[config.mk]
export PLATFORM = sky130hd
export DESIGN_NAME = shake_gesture_wheel_detector_top_flat
export DESIGN_NICKNAME = d
export VERILOG_FILES = /design/src/rtl/sgw_pkg.sv /design/src/rtl/sgw_sample_if.sv /design/src/rtl/sgw_result_if.sv /design/src/rtl/sgw_square_lane.sv /design/src/rtl/sgw_merge.sv /design/src/rtl/sgw_gesture_fsm.sv /design/src/rtl/shake_gesture_wheel_detector_top.sv /design/src/flat_wrapper.sv
export SDC_FILE = /design/constraint.sdc
export NUM_CORES = 2
export LEC_CHECK = 0
export BUFFER_PORTS_ARGS = -buffer_cell sky130_fd_sc_hd__buf_2
export CAP_MARGIN = 20
export CORE_UTILIZATION = 45
export CTS_CLUSTER_DIAMETER = 40
export CTS_CLUSTER_SIZE = 24
export DETAILED_ROUTE_END_ITERATION = 10
export GPL_TIMING_DRIVEN = 1
export PLACE_DENSITY = 0.62
export SYNTH_ARGS = -nofsm -noshare
export SYNTH_HDL_FRONTEND = slang
export SYNTH_SLANG_ARGS = --single-unit
[constraint.sdc]
create_clock -name clk -period 22.2 [get_ports clk]
set_input_delay 4.44 -clock clk [delete_from_list [all_inputs] [get_ports clk]]
set_output_delay 4.44 -clock clk [all_outputs]
set_load 0.05 [all_outputs]
[src/rtl/sgw_pkg.sv]
`timescale 1ns / 1ps
package sgw_pkg;

  localparam int LEVEL_W = 26;
  localparam int PEAK_W  = 6;
  localparam int TICK_W  = 7;
  localparam int CFG_IDX_W = 3;
  localparam int AMOUNT_W = 8;
  localparam int PHASE_W  = 3;

  typedef enum logic [CFG_IDX_W-1:0] {
    CFG_WHEEL_ENABLE       = 3'd0,
    CFG_USB_MOUSE_ENABLE   = 3'd1,
    CFG_LOW_ENTER_LEVEL    = 3'd2,
    CFG_HIGH_ENTER_LEVEL   = 3'd3,
    CFG_LOW_RECOVER_LEVEL  = 3'd4,
    CFG_HIGH_HOLD_LEVEL    = 3'd5,
    CFG_HIGH_RELEASE_LEVEL = 3'd6
  } cfg_idx_t;

  localparam logic [LEVEL_W-1:0] LOW_ENTER_RESET    = 26'd300000;
  localparam logic [LEVEL_W-1:0] HIGH_ENTER_RESET   = 26'd5000000;
  localparam logic [LEVEL_W-1:0] LOW_RECOVER_RESET  = 26'd2000000;
  localparam logic [LEVEL_W-1:0] HIGH_HOLD_RESET    = 26'd3000000;
  localparam logic [LEVEL_W-1:0] HIGH_RELEASE_RESET = 26'd500000;

  // Peak excess = (mag - EXCESS_BASE) / 1e6, saturating at PEAK_MAX.
  // Division by 1e6 is a multiply by ceil(2^46 / 1e6), exact for d < 2^26.
  localparam logic [LEVEL_W-1:0] EXCESS_BASE  = 26'd1700000;
  localparam logic [LEVEL_W-1:0] EXCESS_SAT   = 26'd64000000;
  localparam int                 RECIP_W      = 27;
  localparam logic [RECIP_W-1:0] EXCESS_RECIP = 27'd70368745;
  localparam int                 RECIP_SHIFT  = 46;
  localparam logic [PEAK_W-1:0]  PEAK_MAX     = 6'd63;
  localparam logic [PEAK_W-1:0]  PEAK_START   = 6'd1;

  localparam logic [TICK_W-1:0] TICKS_LOW    = 7'd20;
  localparam logic [TICK_W-1:0] TICKS_LOWREC = 7'd30;
  localparam logic [TICK_W-1:0] TICKS_WAIT   = 7'd60;
  localparam logic [TICK_W-1:0] TICKS_HIGH   = 7'd90;

  localparam logic [PEAK_W-1:0] QUANT_SMALL_LIMIT = 6'd6;
  localparam logic [PEAK_W-1:0] QUANT_MID_LIMIT   = 6'd12;
  localparam logic [PEAK_W-1:0] QUANT_SMALL       = 6'd1;
  localparam logic [PEAK_W-1:0] QUANT_MID         = 6'd4;

  localparam logic [PHASE_W-1:0] PHASE_CODE_WAIT = 3'd4;

  typedef struct packed {
    logic               wheel_enable;
    logic               usb_mouse_enable;
    logic [LEVEL_W-1:0] low_enter_level;
    logic [LEVEL_W-1:0] high_enter_level;
    logic [LEVEL_W-1:0] low_recover_level;
    logic [LEVEL_W-1:0] high_hold_level;
    logic [LEVEL_W-1:0] high_release_level;
  } sgw_cfg_t;

  typedef struct packed {
    logic lt_low_enter;
    logic gt_high_enter;
    logic gt_low_recover;
    logic gt_high_hold;
    logic lt_high_release;
    logic over_base;
  } sgw_cmp_t;

  typedef struct packed {
    logic              host;
    sgw_cmp_t          cmp;
    logic [PEAK_W-1:0] excess;
  } sgw_meas_t;

endpackage

[src/rtl/sgw_sample_if.sv]
`timescale 1ns / 1ps
interface sgw_sample_if #(
  parameter int SAMPLE_BITS = 13
);
  logic                          valid;
  logic                          ready;
  logic signed [SAMPLE_BITS-1:0] accel_x;
  logic signed [SAMPLE_BITS-1:0] accel_y;
  logic signed [SAMPLE_BITS-1:0] accel_z;
  logic                          host_present;

  modport source (output valid, accel_x, accel_y, accel_z, host_present, input ready);
  modport sink   (input valid, accel_x, accel_y, accel_z, host_present, output ready);
endinterface

[src/rtl/sgw_result_if.sv]
`timescale 1ns / 1ps
interface sgw_result_if;
  logic              valid;
  logic              ready;
  logic              wheel_valid;
  logic signed [7:0] wheel_amount;
  logic [2:0]        gesture_phase;

  modport source (output valid, wheel_valid, wheel_amount, gesture_phase, input ready);
  modport sink   (input valid, wheel_valid, wheel_amount, gesture_phase, output ready);
endinterface

[src/rtl/sgw_square_lane.sv]
`timescale 1ns / 1ps
module sgw_square_lane #(
  parameter int SAMPLE_BITS = 13
) (
  input  logic                          clk,
  input  logic                          load,
  input  logic signed [SAMPLE_BITS-1:0] axis,
  output logic [2*SAMPLE_BITS-1:0]      square
);

  logic signed [2*SAMPLE_BITS-1:0] product;

  assign product = axis * axis;

  always_ff @(posedge clk) begin
    if (load) begin
      square <= product;
    end
  end

endmodule

[src/rtl/sgw_merge.sv]
`timescale 1ns / 1ps
module sgw_merge import sgw_pkg::*; #(
  parameter int SAMPLE_BITS = 13
) (
  input  logic                     clk,
  input  logic                     rst,
  input  sgw_cfg_t                 cfg,
  input  logic                     in_valid,
  output logic                     in_ready,
  input  logic                     in_host,
  input  logic [2*SAMPLE_BITS-1:0] sq_x,
  input  logic [2*SAMPLE_BITS-1:0] sq_y,
  input  logic [2*SAMPLE_BITS-1:0] sq_z,
  output logic                     out_valid,
  input  logic                     out_ready,
  output sgw_meas_t                meas
);

  // Sum of three squares fits in 2*SAMPLE_BITS bits.
  localparam int MAG_BITS = 2 * SAMPLE_BITS;
  localparam int CMP_BITS = (MAG_BITS > LEVEL_W) ? MAG_BITS : LEVEL_W;
  localparam int PROD_W   = LEVEL_W + RECIP_W;

  logic                v2, v3, v4;
  logic                rdy2, rdy3, rdy4;
  logic                host2, host3;
  logic [MAG_BITS-1:0] mag;
  logic [LEVEL_W-1:0]  diff;
  logic                sat;
  sgw_cmp_t            cmp3;
  sgw_meas_t           meas4;

  logic [CMP_BITS-1:0] mag_ext;
  logic [CMP_BITS-1:0] diff_full;
  sgw_cmp_t            cmp_now;
  logic [PROD_W-1:0]   prod;
  logic [PEAK_W-1:0]   quot;

  assign rdy4     = !v4 || out_ready;
  assign rdy3     = !v3 || rdy4;
  assign rdy2     = !v2 || rdy3;
  assign in_ready = rdy2;

  assign out_valid = v4;
  assign meas      = meas4;

  always_comb begin
    mag_ext   = CMP_BITS'(mag);
    diff_full = mag_ext - CMP_BITS'(EXCESS_BASE);
    cmp_now.lt_low_enter    = mag_ext < CMP_BITS'(cfg.low_enter_level);
    cmp_now.gt_high_enter   = mag_ext > CMP_BITS'(cfg.high_enter_level);
    cmp_now.gt_low_recover  = mag_ext > CMP_BITS'(cfg.low_recover_level);
    cmp_now.gt_high_hold    = mag_ext > CMP_BITS'(cfg.high_hold_level);
    cmp_now.lt_high_release = mag_ext < CMP_BITS'(cfg.high_release_level);
    cmp_now.over_base       = mag_ext > CMP_BITS'(EXCESS_BASE);
  end

  assign prod = PROD_W'(diff) * PROD_W'(EXCESS_RECIP);
  assign quot = prod[RECIP_SHIFT +: PEAK_W];

  always_ff @(posedge clk) begin
    if (rst) begin
      v2 <= 1'b0;
      v3 <= 1'b0;
      v4 <= 1'b0;
    end else begin
      if (rdy2) v2 <= in_valid;
      if (rdy3) v3 <= v2;
      if (rdy4) v4 <= v3;
    end
  end

  always_ff @(posedge clk) begin
    if (rdy2) begin
      host2 <= in_host;
      mag   <= sq_x + sq_y + sq_z;
    end
    if (rdy3) begin
      host3 <= host2;
      cmp3  <= cmp_now;
      sat   <= diff_full >= CMP_BITS'(EXCESS_SAT);
      diff  <= diff_full[LEVEL_W-1:0];
    end
    if (rdy4) begin
      meas4.host   <= host3;
      meas4.cmp    <= cmp3;
      meas4.excess <= sat ? PEAK_MAX : quot;
    end
  end

endmodule

[src/rtl/sgw_gesture_fsm.sv]
`timescale 1ns / 1ps
module sgw_gesture_fsm import sgw_pkg::*; (
  input  logic                       clk,
  input  logic                       rst,
  input  sgw_cfg_t                   cfg,
  input  logic                       in_valid,
  output logic                       in_ready,
  input  sgw_meas_t                  meas,
  output logic                       out_valid,
  input  logic                       out_ready,
  output logic                       wheel_valid,
  output logic signed [AMOUNT_W-1:0] wheel_amount,
  output logic [PHASE_W-1:0]         gesture_phase
);

  typedef enum logic [PHASE_W-1:0] {
    PH_IDLE   = 3'd0,
    PH_LOW    = 3'd1,
    PH_LOWREC = 3'd2,
    PH_HIGH   = 3'd3,
    PH_WAIT   = 3'd4
  } phase_t;

  phase_t             phase, phase_next;
  logic [TICK_W-1:0]  ticks, ticks_next;
  logic [PEAK_W-1:0]  peak, peak_next;
  logic               step;
  logic               step_neg;
  logic               active;
  logic [PEAK_W-1:0]  quant;
  logic [PEAK_W-1:0]  tracked;
  logic [AMOUNT_W-1:0] mag_amount;
  logic [AMOUNT_W-1:0] amount_next;

  assign in_ready = !out_valid || out_ready;
  assign active   = meas.host && cfg.usb_mouse_enable && cfg.wheel_enable;

  always_comb begin
    if (peak < QUANT_SMALL_LIMIT) begin
      quant = QUANT_SMALL;
    end else if (peak < QUANT_MID_LIMIT) begin
      quant = QUANT_MID;
    end else begin
      quant = peak;
    end
    mag_amount  = AMOUNT_W'(quant);
    tracked     = (meas.cmp.over_base && (meas.excess > peak)) ? meas.excess : peak;
  end

  always_comb begin
    phase_next = phase;
    ticks_next = ticks;
    peak_next  = peak;
    step       = 1'b0;
    step_neg   = 1'b0;
    if (active) begin
      case (phase)
        PH_IDLE: begin
          if (meas.cmp.lt_low_enter) begin
            phase_next = PH_LOW;
            peak_next  = PEAK_START;
            ticks_next = TICKS_LOW;
          end else if (meas.cmp.gt_high_enter) begin
            phase_next = PH_HIGH;
            peak_next  = PEAK_START;
            ticks_next = TICKS_HIGH;
          end
        end
        PH_LOW: begin
          if (meas.cmp.gt_low_recover) begin
            phase_next = PH_LOWREC;
            ticks_next = TICKS_LOWREC;
          end else if (meas.cmp.lt_low_enter) begin
            ticks_next = TICKS_LOW;
          end
        end
        PH_LOWREC: begin
          // window closes on this sample: report the dip
          if (ticks == TICK_W'(1)) begin
            step       = 1'b1;
            step_neg   = 1'b1;
            phase_next = PH_WAIT;
            ticks_next = TICKS_WAIT;
          end else begin
            peak_next = tracked;
          end
        end
        PH_HIGH: begin
          if (meas.cmp.gt_high_hold) begin
            peak_next = tracked;
          end else if (meas.cmp.lt_high_release) begin
            step       = 1'b1;
            phase_next = PH_WAIT;
            ticks_next = TICKS_WAIT;
          end
        end
        default: begin
        end
      endcase
      if (ticks_next != '0) begin
        ticks_next = ticks_next - TICK_W'(1);
        if (ticks_next == '0) begin
          phase_next = PH_IDLE;
        end
      end
    end
    if (!step) begin
      amount_next = '0;
    end else if (step_neg) begin
      amount_next = -mag_amount;
    end else begin
      amount_next = mag_amount;
    end
  end

  always_ff @(posedge clk) begin
    if (rst) begin
      phase         <= PH_IDLE;
      ticks         <= '0;
      peak          <= '0;
      out_valid     <= 1'b0;
      wheel_valid   <= 1'b0;
      wheel_amount  <= '0;
      gesture_phase <= '0;
    end else if (in_valid && in_ready) begin
      phase         <= phase_next;
      ticks         <= ticks_next;
      peak          <= peak_next;
      out_valid     <= 1'b1;
      wheel_valid   <= step;
      wheel_amount  <= amount_next;
      gesture_phase <= phase_next;
    end else if (out_ready) begin
      out_valid <= 1'b0;
    end
  end

endmodule

[src/rtl/shake_gesture_wheel_detector_top.sv]
`timescale 1ns / 1ps
// Shake-wheel gesture detector. Each accepted accelerometer sample yields exactly one
// result on the result channel, and one sample can be taken in every cycle while the
// result channel is not stalled. Three squaring lanes work on x, y and z in parallel; a
// merge pipeline sums the squares, compares the magnitude against the five level
// registers and forms the peak excess with a reciprocal multiply; the gesture state
// machine in the last stage sees the state left by the previous sample, which sets the
// one-sample-per-cycle rate.
// A dip then recovery reports a negative step when the recovery window ends; a spike then
// release reports a positive step. Samples with host_present low, or with either enable
// register clear, leave the state untouched and report the current phase.
// Write configuration only while no sample is in flight.
module shake_gesture_wheel_detector_top import sgw_pkg::*; #(
  parameter int SAMPLE_BITS = 13
) (
  input  logic                 clk,
  input  logic                 rst,
  sgw_sample_if.sink           sample,
  sgw_result_if.source         result,
  input  logic                 cfg_write,
  input  logic [CFG_IDX_W-1:0] cfg_index,
  input  logic [LEVEL_W-1:0]   cfg_data
);

  localparam int SQ_W = 2 * SAMPLE_BITS;

  sgw_cfg_t        cfg;
  logic            v1;
  logic            rdy1;
  logic            host1;
  logic [SQ_W-1:0] sq_x, sq_y, sq_z;
  logic            merge_ready;
  logic            meas_valid;
  logic            meas_ready;
  sgw_meas_t       meas;

  always_ff @(posedge clk) begin
    if (rst) begin
      cfg.wheel_enable       <= 1'b0;
      cfg.usb_mouse_enable   <= 1'b0;
      cfg.low_enter_level    <= LOW_ENTER_RESET;
      cfg.high_enter_level   <= HIGH_ENTER_RESET;
      cfg.low_recover_level  <= LOW_RECOVER_RESET;
      cfg.high_hold_level    <= HIGH_HOLD_RESET;
      cfg.high_release_level <= HIGH_RELEASE_RESET;
    end else if (cfg_write) begin
      case (cfg_idx_t'(cfg_index))
        CFG_WHEEL_ENABLE:       cfg.wheel_enable       <= cfg_data[0];
        CFG_USB_MOUSE_ENABLE:   cfg.usb_mouse_enable   <= cfg_data[0];
        CFG_LOW_ENTER_LEVEL:    cfg.low_enter_level    <= cfg_data;
        CFG_HIGH_ENTER_LEVEL:   cfg.high_enter_level   <= cfg_data;
        CFG_LOW_RECOVER_LEVEL:  cfg.low_recover_level  <= cfg_data;
        CFG_HIGH_HOLD_LEVEL:    cfg.high_hold_level    <= cfg_data;
        CFG_HIGH_RELEASE_LEVEL: cfg.high_release_level <= cfg_data;
        default: begin
        end
      endcase
    end
  end

  assign rdy1         = !v1 || merge_ready;
  assign sample.ready = rdy1;

  always_ff @(posedge clk) begin
    if (rst) begin
      v1 <= 1'b0;
    end else if (rdy1) begin
      v1 <= sample.valid;
    end
  end

  always_ff @(posedge clk) begin
    if (rdy1) begin
      host1 <= sample.host_present;
    end
  end

  sgw_square_lane #(.SAMPLE_BITS(SAMPLE_BITS)) u_lane_x (
    .clk    (clk),
    .load   (rdy1),
    .axis   (sample.accel_x),
    .square (sq_x)
  );

  sgw_square_lane #(.SAMPLE_BITS(SAMPLE_BITS)) u_lane_y (
    .clk    (clk),
    .load   (rdy1),
    .axis   (sample.accel_y),
    .square (sq_y)
  );

  sgw_square_lane #(.SAMPLE_BITS(SAMPLE_BITS)) u_lane_z (
    .clk    (clk),
    .load   (rdy1),
    .axis   (sample.accel_z),
    .square (sq_z)
  );

  sgw_merge #(.SAMPLE_BITS(SAMPLE_BITS)) u_merge (
    .clk       (clk),
    .rst       (rst),
    .cfg       (cfg),
    .in_valid  (v1),
    .in_ready  (merge_ready),
    .in_host   (host1),
    .sq_x      (sq_x),
    .sq_y      (sq_y),
    .sq_z      (sq_z),
    .out_valid (meas_valid),
    .out_ready (meas_ready),
    .meas      (meas)
  );

  sgw_gesture_fsm u_fsm (
    .clk           (clk),
    .rst           (rst),
    .cfg           (cfg),
    .in_valid      (meas_valid),
    .in_ready      (meas_ready),
    .meas          (meas),
    .out_valid     (result.valid),
    .out_ready     (result.ready),
    .wheel_valid   (result.wheel_valid),
    .wheel_amount  (result.wheel_amount),
    .gesture_phase (result.gesture_phase)
  );

endmodule

[src/flat_wrapper.sv]
// flat-port wrapper written by rule: the top's interface ports become plain ports
module shake_gesture_wheel_detector_top_flat import sgw_pkg::*;
#(
  parameter int SAMPLE_BITS = 13
)
  (clk, rst, cfg_write, cfg_index, cfg_data, sample_valid, sample_accel_x, sample_accel_y, sample_accel_z, sample_host_present, sample_ready, result_valid, result_wheel_valid, result_wheel_amount, result_gesture_phase, result_ready);
  sgw_sample_if #(.SAMPLE_BITS(SAMPLE_BITS)) sample_i ();
  sgw_result_if result_i ();
  input  logic clk;
  input  logic rst;
  input  logic cfg_write;
  input  logic [CFG_IDX_W-1:0] cfg_index;
  input  logic [LEVEL_W-1:0] cfg_data;
  input wire logic [$bits(sample_i.valid)-1:0] sample_valid;
  input wire logic [$bits(sample_i.accel_x)-1:0] sample_accel_x;
  input wire logic [$bits(sample_i.accel_y)-1:0] sample_accel_y;
  input wire logic [$bits(sample_i.accel_z)-1:0] sample_accel_z;
  input wire logic [$bits(sample_i.host_present)-1:0] sample_host_present;
  output wire logic [$bits(sample_i.ready)-1:0] sample_ready;
  output wire logic [$bits(result_i.valid)-1:0] result_valid;
  output wire logic [$bits(result_i.wheel_valid)-1:0] result_wheel_valid;
  output wire logic [$bits(result_i.wheel_amount)-1:0] result_wheel_amount;
  output wire logic [$bits(result_i.gesture_phase)-1:0] result_gesture_phase;
  input wire logic [$bits(result_i.ready)-1:0] result_ready;
  assign sample_i.valid = sample_valid;
  assign sample_i.accel_x = sample_accel_x;
  assign sample_i.accel_y = sample_accel_y;
  assign sample_i.accel_z = sample_accel_z;
  assign sample_i.host_present = sample_host_present;
  assign sample_ready = sample_i.ready;
  assign result_valid = result_i.valid;
  assign result_wheel_valid = result_i.wheel_valid;
  assign result_wheel_amount = result_i.wheel_amount;
  assign result_gesture_phase = result_i.gesture_phase;
  assign result_i.ready = result_ready;
  shake_gesture_wheel_detector_top #(.SAMPLE_BITS(SAMPLE_BITS)) u_core (.clk(clk), .rst(rst), .sample(sample_i), .result(result_i), .cfg_write(cfg_write), .cfg_index(cfg_index), .cfg_data(cfg_data));
endmodule
==> metrics.cfg <==
[cells_and_area]
final_area_um2 = 46540
area_growth_pct = 8.596
layout.nets = 5797
final_cells = 5709
layout-drive-gt1-share_pct = 5.416

[detailed_routing]
drc = 0
highest_layer = met5
ant_nets = 0
avgViaCountPerCell = 5.014
wl_per_cell_um = 16.71
vias = 28620
dr.pass1.iters = 7
drt_iter0_drc = 1446
met2WireLength_um = 48200
wl_met3_um = 3756
drt_wl_total_um = 95410
drt-met1-wl_um = 40940

[placement]
gp_congestion = 0.8987
numPlacedInstances = 5601
dpl_cell_area_um2 = 44600
io_buffers = 87
dp_hpwl_um = 78710

[floorplanning]
rows = 112
die_w_um = 310.6
core_um2 = 93890
die_h_um = 310.6
die_area_um2 = 96470
io_pins = 88
start_util_pct = 45.64

[clocking]
cts_buffers = 54
cts_tree = done
ctsHoldBuffers = 0
insertion_delay_ns = 0.62
cts_num_sinks = 312
clock_path_buffers = 3
postCtsSetupBuffers = 0
clkTransAtPathRegs_ns = 0.06
htreeDepth = 2
cts_resized = 0
cts_root_buf = clkbuf_16

[synth]
ys.flop_type = dfxtp_1
synthXorXnorAreaFrac_pct = 2.984
synthCells = 4344
synth_fa_ha_area_share_pct = 50.69
synth_top_family_by_area = adder cells
async_flop_share_pct = 0
yosys-top-cells-area = fa_1 (32%), ha_1 (18%), edfxtp_1 (11%)
synth_compound_area_share_pct = 8.056
yosys.area_share.simple_pct = 10.29
synth_cell_types = 75
synth-seq-cells = 312
synth_top_area_cell = fa_1
avgSynthCellArea_um2 = 9.865
synth_area_um2 = 42850
synth_seq_area_share_pct = 18.08
muxShareOfSynthArea_pct = 0.2190
synth_edf_count = 150
ys_warn_count = 0
synth_top_cell_area_share_pct = 32.47

[timing]
worst_pin_slew_ns = 1.177
min_period_ns = 10.33
rsz0062_at_grt = no
maxSlewHeadroom_pct = 21.28
drv_slew = 0
finalCritPeriodShare_pct = 46.55
max_freq_ghz = 0.09677
final.setup_skew_ns = 0.03351
final-hold-violation-count = 0
finalSetupTns_ns = 0
finalSetupViolations = 0

[min_path]
hold_depth = 0
hold_path.class = flop to flop
hp-start = u_core.host1$_DFFE_PP_

[setup_path]
startpoint = result_ready
reg2reg_depth = 22
critical_path_required_ns = 17.76
r2r-start = u_core.u_merge.diff[13]$_DFFE_PP_
startpoint_type = input pin
crit_type = input pin to primary output
crit_path_max_fanout = 17
critical_path_arrival_ns = 5.89
end_kind = primary output

[grt]
first_global_vias = 30950
grtUsageTotal_pct = 20.75
grt_max_degree = 95
grt_antenna_before_repair = 10
grt_overflow = 0
grt_pass1_wl_um = 160000

[run]
maxCapViolCount = 0

[outcome]
status = complete, no violations

## worst max-delay path: stages
cell	delay (ns)
buf_2	0.10
nor2b_1	0.24
and3_1	0.48
nand3_4	0.30
buf_2	0.32
## layer usage
metal  GRT usage (%)  vias to the layer above
met3           2.173                      129
met2           36.72                      445
met1           26.85                    14190
li1                -                    13850
met5               0                        -
met4           5.659                        6
## synth_stat cells, types with 29 or more instances
library cell,number
a21o_1,73
xnor2_1,108
and2_1,128
nand4_1,29
o21ai_0,63
o21a_1,31
a21oi_1,207
dfxtp_1,162
nand3_1,32
nor3_1,34
nor2b_1,44
nand2_1,387
ha_1,624
a211o_1,37
xor2_1,38
nand2b_1,54
inv_1,1010
fa_1,695
clkbuf_1,87
edfxtp_1,150
nor2_1,141
## placed cells by master (no fill, tap or decap), drive strengths merged, types with 96 or more instances in the layout
cell type	instances
ha	624
fa	695
buf	96
dfxtp	162
a21oi	209
nor2	141
inv	1025
xnor2	108
and2	128
edfxtp	150
nand2	387
## through the flow
stage	utilization (%)	setup slack, ns	hold slack, ns
after floorplan	-	10.78	0.4003
after global routing	49.56	11.73	0.4088
after detailed placement	47.50	11.76	0.4052
after global placement	47.50	11.84	0.4022
after CTS	49.52	11.87	0.3935
final	49.56	11.87	0.3930
## path summary, 6_finish.rpt
path / end / slack (ns)
worst min-delay path: u_core.u_merge.host2$_DFFE_PP_ / 0.39
worst min register to register: u_core.u_merge.host2$_DFFE_PP_ / 0.39
worst max-delay path: sample_ready / 11.87
worst max register to register: u_core.u_merge.meas[4]$_SDFFCE_PP1P_ / 14.28
## cell families after synthesis
family                     Yosys count
AOI/OAI and AO/OA                  535
xor gates and xnor gates           146
adders and majority gates         1319
buffers and inverters             1104
DFF                                312
muxes                                9
other                                1
and+or+nand+nor                    918
## area by class of cell
class / instances / area (um2)
clock inverters: 42 / 486.7
repair buffers: 96 / 525.5
inverters: 1010 / 3791
flip-flops and latches: 312 / 7747
clock buffers: 60 / 1414
fillers: 8773 / 47350
well taps: 1254 / 1569
diodes: 5 / 12.51
multi-input cells: 2930 / 30990
## flip-flops by register name, summed over array words and instances (netlist names), 6 cells and up
name and count:
u_core.u_merge.diff 26, u_core.u_merge.meas 13, u_core.cfg 132, u_core.u_lane_y.square 25, u_core.u_fsm.ticks 7, u_core.u_fsm.peak 6
u_core.u_lane_x.square 25, u_core.u_lane_z.square 25, u_core.u_merge.mag 26, u_core.u_fsm.wheel_amount 8, u_core.u_merge.cmp3 6
Power is not shown: default switching activity piles up to over one toggle a cycle in this logic, so the estimate is an artifact.
